File: src/hdl/rti_pkg.sv
package rti_pkg;

  // default geometry: signed Q16.16 coordinates
  localparam int COORD_BITS_DEF = 32;
  localparam int FRAC_BITS_DEF  = 16;

  localparam int NUM_VERTS = 3;
  localparam int EPS_W     = 31;
  localparam int BARY_W    = 31;
  localparam int BARY_FRAC = 30;

  // operand slice for split multipliers
  localparam int MUL_CHUNK = 17;

  localparam logic       ACT_LOAD  = 1'b0;
  localparam logic       ACT_RAY   = 1'b1;
  localparam logic [EPS_W-1:0] EPS_RESET = EPS_W'(1);

endpackage

File: src/hdl/rti_mul.sv
module rti_mul
  import rti_pkg::*;
#(
  parameter int AW = 33,
  parameter int BW = 33
) (
  input  logic                    clk,
  input  logic                    en,
  input  logic signed [AW-1:0]    a,
  input  logic signed [BW-1:0]    b,
  output logic signed [AW+BW-1:0] p
);

  // b is cut into MUL_CHUNK-bit slices; two register levels
  localparam int CW = MUL_CHUNK;
  localparam int NC = (BW + CW - 1) / CW;
  localparam int BX = NC * CW;
  localparam int PW = AW + BW;

  logic signed [BX-1:0]   bx;
  logic signed [AW+CW:0]  pp [NC];
  logic signed [PW-1:0]   acc;

  assign bx = BX'(b);

  for (genvar k = 0; k < NC; k++) begin : g_pp
    if (k == NC - 1) begin : g_top
      always_ff @(posedge clk) begin
        if (en) pp[k] <= a * $signed(bx[k*CW +: CW]);
      end
    end else begin : g_low
      always_ff @(posedge clk) begin
        if (en) pp[k] <= a * $signed({1'b0, bx[k*CW +: CW]});
      end
    end
  end

  always_comb begin
    acc = '0;
    for (int k = 0; k < NC; k++) begin
      acc = acc + (PW'(pp[k]) <<< (k * CW));
    end
  end

  always_ff @(posedge clk) begin
    if (en) p <= acc;
  end

endmodule

File: config.mk
export PLATFORM = sky130hd
export DESIGN_NAME = rti_mul
export DESIGN_NICKNAME = d
export VERILOG_FILES = /design/src/hdl/rti_pkg.sv /design/src/hdl/rti_mul.sv
export SDC_FILE = /design/constraint.sdc
export NUM_CORES = 2
export LEC_CHECK = 0
export CORE_MARGIN = 5
export CORE_UTILIZATION = 68
export CTS_BUF_LIST = sky130_fd_sc_hd__clkbuf_16
export CTS_CLUSTER_DIAMETER = 120
export DETAILED_ROUTE_END_ITERATION = 10
export DONT_BUFFER_PORTS = 1
export PLACE_DENSITY = 0.84
export RECOVER_POWER = 100
export SLEW_MARGIN = 20
export SYNTH_ARGS = -nofsm -noshare
export SYNTH_HDL_FRONTEND = slang
export SYNTH_SLANG_ARGS = --single-unit
File: constraint.sdc
create_clock -name clk -period 9.6 [get_ports clk]
set_clock_uncertainty 0.1 [all_clocks]
set_input_delay 0.96 -clock clk [delete_from_list [all_inputs] [get_ports clk]]
set_output_delay 0.96 -clock clk [all_outputs]
set_load 0.02 [all_outputs]
==> run_results.csv <==
group,metric,value,unit
clock_tree,cts_tree,"yes",
timing,hold_viol,0,
synthesis,synth.ff_latch_count,166,
place,io_buffers,0,
place,place_congestion,0.905,
synthesis,synthArstFlopShare,0,
synthesis,netlist_area,45200,µm²
detailed_routing,vias,32500,
worst_setup_path,crit_required,9850,ps
synthesis,yosysSeqAreaShare,0.110,
worst_setup_path,crit_family,"adder cells",
floorplanning,ioPinCount,134,
synthesis,yosys_warnings,0,
layout,nFillCells,4889,
synthesis,yosysUniqueCellTypes,68,
hold_path,hp-class,"reg2reg",
floorplanning,num_rows,94,
worst_setup_path,start_kind,"primary input",
global_routing,grt_max_degree,167,
layout,multi_input_area,34700,µm²
timing,rsz0062_at_grt,"false",
worst_setup_path,crit_end,"pp[0][98]",
detailed_routing,drtPass1Iterations,8,
clock_tree,clock_latency,480,ps
run_status,status,"finished, final reports clean",
worst_setup_path,cp.arrival,8060,ps
worst_setup_path,reg2reg_depth,13,
layout,regArea,4980,µm²
worst_setup_path,crit_chain,"inv_1, nor2_1, fa_1, fa_1, fa_1, fa_1, fa_1, inv_1, fa_1, inv_1, ha_1, nand3_1, or2_0, o221ai_1, a31oi_1, a2111oi_0, o211ai_2, a21oi_1, a21oi_1, or4_1, nand3_1",
worst_setup_path,reg2reg_to,"p[63]",
worst_setup_path,path_depth,21,
timing,worst-slew-pin-transition,1080,ps
worst_setup_path,rrSetupSlack,5340,ps
detailed_routing,drc,0,
synthesis,synthCells,4847,
worst_setup_path,crit_fanout,18,
synthesis,synth_area_leader_cell,"fa_1",
clock_tree,cts_max_path_buffers,2,
worst_setup_path,critical_path_class,"in2reg",
timing,finalSetupTns,0,ps
timing,finalCritPeriodShare,0.813,
timing,finalMaxSlewViolations,0,
worst_setup_path,r2r_start,"pp[0][17]",
worst_setup_path,worst_path_most_repeated_cell,"fa_1",
clock_tree,cts_setup_buffers,0,
layout,fin_nets,6039,
global_routing,grt_first_pass_wirelength,185000,µm
floorplanning,die-area,71700,µm²
layout,drive_above_1_share,0.00944,
layout,syn_to_final_growth,1.68,%
synthesis,synth_ff_type,"edfxtp_1",
place,dpl.hpwl,83300,µm
timing,slew_headroom,0.261,
detailed_routing,wl_per_cell,20.2,µm
global_routing,grt_overflow,0,
detailed_routing,drtIter0Drc,2749,
synthesis,synth-edff-count,166,
global_routing,grt_pass1_vias,36400,
synthesis,synth_top_area_share,0.459,
synthesis,synth_area_leaders,"fa_1 (46%), edfxtp_1 (11%), inv_1 (10%)",
clock_tree,cts_hold_buf,0,
flow_run,maxCapViolCount,0,
clock_tree,cts_resized,0,
worst_setup_path,crit_path_end_kind,"flop",
detailed_routing,drt-total-wl,111000,µm
worst_setup_path,slowest_stage,"a2111oi_0",
floorplanning,core_area,65900,µm²
clock_tree,cts_htree_levels,4,
detailed_routing,via_per_inst,5.87,
worst_setup_path,worst_path_largest_cell_delay,1010,ps
floorplanning,chipHeight,268,µm
global_routing,antenna_found_initial,2,
timing,setup_viol,0,
floorplanning,die_w,268,µm
clock_tree,clkTransAtPathRegs,80,ps
worst_setup_path,crit_start,"b[32]",
global_routing,grt.total_usage,0.328,
clock_tree,root_buffer,"clkbuf_16",
synthesis,synth_nets,6236,
worst_setup_path,cp.buffers_inverters,3,
floorplanning,initial_core_util,0.686,
synthesis,avgSynthCellArea,9.32,µm²
clock_tree,cts_sinks,166,
detailed_routing,ant_nets,0,
timing,fin_crit,7810,ps
timing,clock.fmax,128,MHz
clock_tree,cts_buffers,17,
Yosys cell counts (4+ instances only):
library cell / number
clkbuf_1: 218
and2_1: 410
fa_1: 1037
and3_1: 13
xor2_1: 46
a31oi_1: 12
o211ai_1: 6
a311o_1: 4
nor2b_1: 22
nand4_1: 21
o31ai_1: 11
a21o_1: 78
or2_2: 5
a21boi_0: 5
nand2_1: 715
nand3_1: 21
o21ai_0: 59
a311oi_1: 4
ha_1: 284
a211oi_1: 16
edfxtp_1: 166
inv_1: 1235
a21oi_1: 116
o21bai_1: 22
o21a_1: 20
nor3_1: 16
xnor2_1: 96
nor2_1: 97
nand2b_1: 26
kinds of logic after synthesis:
kind of cell,Yosys count,share of synthesized area
DFF,166,0.110
muxes,3,0.000720
and+or+nand+nor,1368,0.144
adders and majority gates,1321,0.538
buffers and inverters,1453,0.121
xor gates and xnor gates,142,0.0275
AOI/OAI and AO/OA,394,0.0587
metrics by stage:
stage	instances	utilization	setup slack, ps	cell area, µm²	hold slack [ps]
after floorplan	4847	-	2400	45200	300
after global placement	5495	0.690	2290	45500	301
after detailed placement	5495	0.690	2150	45500	305
after CTS	5527	0.699	2660	46100	322
after global routing	5527	0.698	1610	45900	330
final	5530	0.698	1790	46000	321
how the worst min path moves through the flow:
stage,start,end,slack (ps),cells past startpoint
global placement,pp[0][0],p[0],300,0
detailed placement,pp[0][9],p[9],300,0
CTS,pp[0][9],p[9],320,0
floorplan,pp[0][0],p[0],300,0
global route,pp[0][0],p[0],330,0
finish,pp[0][9],p[9],320,0
flip-flops by register name, summed over array words and instances, names as in the netlist:
register  flops
p            66
pp          100
per-layer routing:
| metal | vias up | global-route usage | routed length (µm) |
|---|---|---|---|
| met5 | - | 0 | 13 |
| met4 | 2 | 0.204 | 8490 |
| met3 | 494 | 0.0641 | 10100 |
| met2 | 1722 | 0.553 | 54600 |
| met1 | 16400 | 0.391 | 38200 |
| li1 | 13900 | - | - |
layout make-up:
class / count / area share
timing repair buffer: 2 / 0.000245
clock buffer: 17 / 0.00926
multi-input combinational: 3228 / 0.754
clock inverter: 15 / 0.00338
inverter: 1235 / 0.101
sequential: 166 / 0.108
antenna: 3 / 0.000163
tap: 864 / 0.0235
cells in the final DEF (no fill, tap or decap), drive strengths merged, types with 5 or more instances in the layout:
| cell | count |
|---|---|
| inv | 1245 |
| fa | 1037 |
| nand2 | 715 |
| and2 | 410 |
| ha | 284 |
| edfxtp | 166 |
| a21oi | 120 |
| nor2 | 97 |
| xnor2 | 96 |
| a21o | 78 |
| o21ai | 64 |
| xor2 | 46 |
| nand2b | 26 |
| o21bai | 22 |
| nor2b | 22 |
| nand3 | 21 |
| nand4 | 21 |
| o21a | 20 |
| clkbuf | 18 |
| a211oi | 17 |
| nor3 | 16 |
| and3 | 13 |
| a31oi | 12 |
| o31ai | 12 |
| o211ai | 7 |
| a2111oi | 6 |
| or2 | 6 |
| a21boi | 5 |
Power is not shown: default switching activity piles up to over one toggle a cycle in this logic, so the estimate is an artifact.
